$ cat config.mk
export PLATFORM = sky130hd
export DESIGN_NAME = sbcr_div
export DESIGN_NICKNAME = d
export VERILOG_FILES = /design/src/sv/sbcr_pkg.sv /design/src/sv/sbcr_div.sv
export SDC_FILE = /design/constraint.sdc
export NUM_CORES = 2
export LEC_CHECK = 0
export BUFFER_PORTS_ARGS = -buffer_cell sky130_fd_sc_hd__buf_4
export CORE_ASPECT_RATIO = 0.6
export CORE_MARGIN = 1
export CORE_UTILIZATION = 60
export CTS_CLUSTER_SIZE = 14
export DETAILED_ROUTE_END_ITERATION = 8
export HOLD_SLACK_MARGIN = 0.05
export PLACE_DENSITY = 0.76
export SLEW_MARGIN = 20
export SYNTH_ARGS = -nofsm -noshare
export SYNTH_HDL_FRONTEND = slang
export SYNTH_SLANG_ARGS = --single-unit
$ cat constraint.sdc
create_clock -name clk -period 10.3 [get_ports clk]
set_input_delay 1.545 -clock clk [delete_from_list [all_inputs] [get_ports clk]]
set_output_delay 1.545 -clock clk [all_outputs]
set_load 0.01 [all_outputs]
$ cat src/sv/sbcr_pkg.sv
// package for the swept box collision resolve core
// widths and slab time limits; no dependencies
package sbcr_pkg;
    localparam int COORD_BITS_DEF = 16;
    localparam int FRAC_BITS_DEF  = 8;
    localparam int TIME_BITS      = 16;
    localparam int QBITS          = TIME_BITS + 1;
    localparam int TW             = 19;
    localparam logic signed [TW-1:0] T_ONE = 19'sd65536;
    localparam logic signed [TW-1:0] T_SAT = 19'sd131072;
endpackage

$ cat src/sv/sbcr_div.sv
// pipelined restoring divider for one slab time, one quotient bit per stage
// depends on sbcr_pkg
module sbcr_div #(
    parameter int NW = 34,
    parameter int DW = 32
) (
    input  logic                        clk,
    input  logic                        en,
    input  logic signed [NW-1:0]        num,
    input  logic signed [DW-1:0]        den,
    output logic signed [sbcr_pkg::TW-1:0] quo
);
    import sbcr_pkg::*;
    localparam int QB = QBITS;
    localparam int RW = DW + 1;
    localparam int SW = (NW + 15 > RW) ? NW + 15 : RW;
    logic [RW-1:0]  rem_reg [QB+1];
    logic [QB-1:0]  q_reg   [QB+1];
    logic [DW-1:0]  d_reg   [QB+1];
    logic           neg_reg [QB+1];
    logic           sat_reg [QB+1];
    logic           zero_reg[QB+1];
    logic [NW-1:0]  an;
    logic [DW-1:0]  ad;
    logic [SW-1:0]  an_sh;
    logic signed [TW-1:0] res;

    always_comb
    begin
        an    = num[NW-1] ? NW'(-num) : NW'(num);
        ad    = den[DW-1] ? DW'(-den) : DW'(den);
        an_sh = SW'({an, 15'd0});
        res = '0;
        if (!zero_reg[QB])
        begin
            if (sat_reg[QB])
                res = neg_reg[QB] ? -T_SAT : T_SAT;
            else if (neg_reg[QB])
                res = -TW'({1'b0, q_reg[QB]}) - TW'(rem_reg[QB] != '0);
            else
                res = TW'({1'b0, q_reg[QB]});
        end
    end

    always_ff @(posedge clk)
    begin
        if (en)
        begin
            rem_reg[0]  <= RW'(an_sh);
            q_reg[0]    <= '0;
            d_reg[0]    <= ad;
            neg_reg[0]  <= num[NW-1] ^ den[DW-1];
            zero_reg[0] <= an == '0;
            sat_reg[0]  <= an_sh >= SW'(ad);
            for (int i = 0; i < QB; i++)
            begin
                logic [RW:0] tr;
                tr = {rem_reg[i], 1'b0};
                if (tr >= (RW+1)'(d_reg[i]))
                begin
                    rem_reg[i+1] <= RW'(tr - (RW+1)'(d_reg[i]));
                    q_reg[i+1]   <= {q_reg[i][QB-2:0], 1'b1};
                end
                else
                begin
                    rem_reg[i+1] <= RW'(tr);
                    q_reg[i+1]   <= {q_reg[i][QB-2:0], 1'b0};
                end
                d_reg[i+1]    <= d_reg[i];
                neg_reg[i+1]  <= neg_reg[i];
                sat_reg[i+1]  <= sat_reg[i];
                zero_reg[i+1] <= zero_reg[i];
            end
            quo <= res;
        end
    end
endmodule

Word-level counts from Yosys, hierarchy flattened
Memory sizes are Yosys's and may differ from the RTL's.
Index checks and enable logic that the tools add are counted.
{"block": "classes", "addsub": 21, "magnitude_cmp": 18, "n_bitwise": 35, "div_mod_pow": 0, "mux": 143, "shifts": 0, "n_reduce_logical": 2, "n_eq_ne": 0, "n_mul": 0}
{"cell": "34-bit by 32-bit greater-or-equal comparator with 1-bit output", "count": 17}
{"cell": "33-bit 2-to-1 mux", "count": 17}
{"cell": "33-bit by 32-bit subtractor with 33-bit output", "count": 17}
{"cell": "17-bit 2-to-1 mux", "count": 17}
{"cell": "1-bit 2-to-1 mux", "count": 104}
{"cell": "19-bit 2-to-1 mux", "count": 3}
{"cell": "49-bit by 32-bit greater-or-equal comparator with 1-bit output", "count": 1}
{"cell": "34-bit zero test", "count": 1}
{"cell": "34-bit 2-to-1 mux", "count": 1}
{"cell": "34-bit negation", "count": 1}
{"cell": "1-bit OR", "count": 34}
{"cell": "33-bit nonzero test", "count": 1}
{"cell": "32-bit 2-to-1 mux", "count": 1}
{"cell": "32-bit negation", "count": 1}
{"cell": "17-bit negation with 19-bit output", "count": 1}
{"cell": "19-bit by 1-bit subtractor with 19-bit output", "count": 1}
{"cell": "1-bit bitwise XOR", "count": 1}
{"block": "word_totals", "elab_cells": 226, "rom_bits": 0, "out_inout_bits": 19, "ram_bits": 1530, "latchBits": 0, "reg_bits": 19, "mem_count": 6}
{"memory": "rem_reg", "depth": 18, "word_bits": 33, "rd": 18, "rd_clocked_by_memory_dff": 0, "write_ports": 18, "line": "sbcr_div.sv:17", "rtl": "logic [RW-1:0] rem_reg [QB+1];"}
{"memory": "d_reg", "depth": 18, "word_bits": 32, "rd": 17, "rd_clocked_by_memory_dff": 0, "write_ports": 18, "line": "sbcr_div.sv:19", "rtl": "logic [DW-1:0] d_reg [QB+1];"}
{"memory": "q_reg", "depth": 18, "word_bits": 17, "rd": 18, "rd_clocked_by_memory_dff": 0, "write_ports": 18, "line": "sbcr_div.sv:18", "rtl": "logic [QB-1:0] q_reg [QB+1];"}
{"memory": "neg_reg", "depth": 18, "word_bits": 1, "rd": 18, "rd_clocked_by_memory_dff": 0, "write_ports": 18, "line": "sbcr_div.sv:20", "rtl": "logic neg_reg [QB+1];"}
{"memory": "sat_reg", "depth": 18, "word_bits": 1, "rd": 18, "rd_clocked_by_memory_dff": 0, "write_ports": 18, "line": "sbcr_div.sv:21", "rtl": "logic sat_reg [QB+1];"}
{"memory": "zero_reg", "depth": 18, "word_bits": 1, "rd": 18, "rd_clocked_by_memory_dff": 0, "write_ports": 18, "line": "sbcr_div.sv:22", "rtl": "logic zero_reg[QB+1];"}

Depth between registers and ports, before layout
An unclocked memory read counts as a cell.
{"block": "logic_depth", "word_depth": 6, "ltp_mapped": 22}

Least setup slack after synthesis
Ideal clock, no wire load.
{"block": "synth_timing", "path_type": "in2reg", "start": "input port den[3]", "end": "memory sat_reg[0] (data pin)", "n_path_buf": 1, "slack_ns": 4.403, "cell_stages": 20, "t_arrival_ns": 5.638, "setup_ns": 0.259, "required_time_ns": 10.041, "cell_sequence": "or3_4 > or3b_2 > clkbuf_1 > nand2b_4 > or3_1 > or2_2 > nand2b_1 > or4_1 > o31ai_1 > xnor2_1 > inv_1 > ha_1 > and4_1 > nand3_1 > nor3_1 > a21oi_1 > nand2_1 > a31oi_1 > o21ai_0 > a211o_1"}
{"element": "start, declared", "line": "sbcr_div.sv:10", "rtl": "input logic signed [DW-1:0] den,"}
{"element": "end, declared", "line": "sbcr_div.sv:21"}

==> run_results.csv <==
group,metric,value,unit
outcome,status,"finished clean",
worst_setup_path,r2r_slack,4.97,ns
cts,post-cts-setup-buffer-count,0,
route,drt_iter0_drc,7133,
grt,grt_max_degree,161,
placed_design,gp_congestion,1.007,
grt,grt_pass1_wl,300600,um
worst_setup_path,path_class,"input pin to register",
placed_design,pre_cts_ws,3.586,ns
route,via_per_inst,6.152,
cts,ctsHoldBuffers,0,
yosys,ys_types,82,
yosys,synth_area,78260,um2
layout,postLayoutCellArea,85160,um2
worst_hold_path,hold_depth,0,
cts,cts_sinks,1349,
layout,antenna_cells,0,
sta,worst_pin_slew,1.221,ns
cts,root_buffer,"clkbuf_16",
yosys,ys_seq_elements,1349,
worst_setup_path,crit_start,"den[3]",
cts,cts_resized,0,
layout,drive_gt1_share,6.419,%
placed_design,placed_area,80810,um2
die,die_w,468.3,um
power_and_ir_drop,total_power,25.18,mW
placed_design,dp.cells,8934,
die,die_h,281.8,um
power_and_ir_drop,power.internal,15.34,mW
flow_run,maxCapViolations,0,
sta,fmax,169.9,MHz
sta,worst_slack,4.414,ns
yosys,synth_fp_nets,7932,
power_and_ir_drop,ir_drop,208.3,uV
worst_setup_path,crit_fanout,6,
die,core-area,129200,um2
worst_setup_path,rr_worst_depth,17,
grt,antenna_found_initial,1,
route,dr.pass1.iters,6,
yosys,netlist_instances,7280,
power_and_ir_drop,p_sw,9.841,mW
yosys,yosysWarnings,0,
layout,fin_util,65.94,%
sta,fin_hold_ws,0.3982,ns
route,wire_per_inst,21.17,um
route,antenna_left,0,
sta,finClkSkew,0.04856,ns
worst_setup_path,r2r-start,"rem_reg[17][3]",
layout,nets,8006,
power_and_ir_drop,clockPowerShare,19.4,%
sta,setup-violations-final,0,
die,die_area,131900,um2
power_and_ir_drop,powerDensity,295.7,nW/um2
sta,slew_viol_final,0,
worst_setup_path,r2r-end,"quo[17]",
grt,overflow,0,
power_and_ir_drop,p_seq_share,35.5,%
cts,htree_levels,4,
layout,largest_register_ffs,579,
die,rows,102,
sta,hold_violations,0,
power_and_ir_drop,switching_share,39.08,%
route,wl,194000,um
layout,instances_no_fill,9163,
layout,final-seq-area,40490,um2
power_and_ir_drop,p_comb_share,45.1,%
route,drcViolationCount,0,
cts,clk_pin_slew,0.06,ns
yosys,yosysSeqAreaShare,51.73,%
layout,fill_cells,9769,
layout,multi_input_area,34540,um2
sta,slew_headroom,17.84,%
yosys,synth_edf_count,1347,
worst_setup_path,arrival,6.54,ns
worst_setup_path,end_kind,"register",
worst_setup_path,cp.required,10.95,ns
die,top_level_ports,87,
route,num_vias,56370,
placed_design,portBuffers,86,
grt,grt.total_usage,29.46,%
worst_hold_path,hold-path-endpoint,"q_reg[14][7]",
cts,cts_made_buffers,134,
yosys,ys.flop_type,"edfxtp_1",
cts,cts.path.max_buffers,3,
cts,cts_tree,"built",
power_and_ir_drop,leakagePower,34.50,nW
sta,period_minus_slack,5.886,ns
layout,area_growth,8.815,%
worst_hold_path,worstHoldStart,"q_reg[13][6]",
die,initial_core_util,60.60,%
worst_setup_path,worst_setup_path_start_kind,"input pin",
yosys,ys_async_sr_fraction,0,%
yosys,avgSynthCellArea,10.75,um2
sta,fin_setup_tns,0,ns
placed_design,place_hpwl,145700,um
worst_hold_path,holdCritPathClass,"register to register",
sta,min_period_over_period,57.14,%
sta,rsz0062_at_grt,"false",
cts,clk_latency,0.80,ns
grt,grt_pass1_vias,51810,
cell type report:
class | count | share of cell area (%)
Multi-Input combinational cell | 5033 | 40.55
Clock inverter | 68 | 1.023
Clock buffer | 161 | 4.056
Tap cell | 1716 | 2.521
Inverter | 714 | 3.147
Timing Repair Buffer | 122 | 1.158
Sequential cell | 1349 | 47.54
logic make-up (layout without fill, tap and decap cells):
kind of cell | Yosys count | count (layout) | synth area share (%)
AOI/OAI and AO/OA | 1958 | 1958 | 15.43
xor gates and xnor gates | 534 | 534 | 5.976
adders and majority gates | 584 | 584 | 9.490
buffers and inverters | 898 | 1065 | 4.308
DFF | 1349 | 1349 | 51.73
muxes | 126 | 126 | 1.747
and+or+nand+nor | 1831 | 1831 | 11.31
synth_stat cells (59+ instances only):
master    number  share of area (%)
nor3_1       105               0.67
xor2_1       209                2.3
o21ai_0      533                3.4
nand2b_1      90               0.72
nor2b_1      111               0.89
nand2_1      561                2.7
o21a_1        71               0.68
inv_1        713                3.4
a31oi_1       59               0.47
a21o_1       265                2.5
a21oi_1      609                3.9
o21bai_1      70               0.67
nor2_1       469                2.2
nand3_1      103               0.66
mux2_2        85                1.2
xnor2_1      325                3.6
ha_1         568                9.1
o31ai_1       63               0.60
clkbuf_1     173               0.83
nand4_1       91               0.73
edfxtp_1    1347                 52
cells in the final DEF (no fill, tap or decap), types with 18 or more instances in the layout:
cell type,count
edfxtp_1,1347
inv_1,713
a21oi_1,607
ha_1,568
nand2_1,561
o21ai_0,532
nor2_1,467
xnor2_1,325
a21o_1,264
xor2_1,209
clkbuf_16,134
buf_4,117
nor2b_1,111
nor3_1,103
nand3_1,103
nand4_1,91
nand2b_1,90
mux2_2,85
o21a_1,70
o21bai_1,69
o31ai_1,62
a31oi_1,58
and2_1,46
a211oi_1,46
and3_1,45
mux2i_1,41
or2_2,35
nor4_1,35
or3_1,32
clkinv_1,27
clkbuf_1,27
or4_1,20
and4_1,20
o211ai_1,19
o31a_1,19
a31o_2,18
power by group through the flow:
stage | registers [mW] | clock network (mW) | logic, mW
2_1_floorplan | 8.56 | 0 | 8.31
3_3_place_gp | 8.97 | 0 | 10.7
3_5_place_dp | 8.97 | 0 | 10.9
4_1_cts | 8.90 | 4.97 | 11.1
5_1_grt | 9.05 | 5.18 | 12.5
6_report | 8.94 | 4.89 | 11.4
worst max path at each step:
stage / endpoint / slack [ns] / depth (start not counted)
floorplan: sat_reg[0] / 4.40 / 20
global placement: sat_reg[0] / 3.63 / 20
detailed placement: sat_reg[0] / 3.59 / 20
CTS: sat_reg[0] / 4.41 / 20
global route: sat_reg[0] / 4.17 / 20
finish: sat_reg[0] / 4.41 / 20
per-layer routing:
metal  share of wire, %  track usage (%)
met3                 12            8.517
met1                 50            49.69
met2                 36            36.55
met4                1.2            4.716
met5                  0                0
critical path, stage by stage:
cell	delay, ns
buf_4	0.13
or3_4	0.39
or3b_2	0.52
nand2b_4	0.19
or3_1	0.43
or2_2	0.35
nand2b_1	0.16
or4_1	0.49
o31ai_1	0.27
xnor2_1	0.18
inv_1	0.06
ha_1	0.29
and4_1	0.20
nand3_1	0.11
nor3_1	0.32
nand4b_1	0.13
nor4_1	0.27
a31oi_1	0.14
o21ai_0	0.17
a211o_1	0.18
Power figures use the tool's default switching activity.
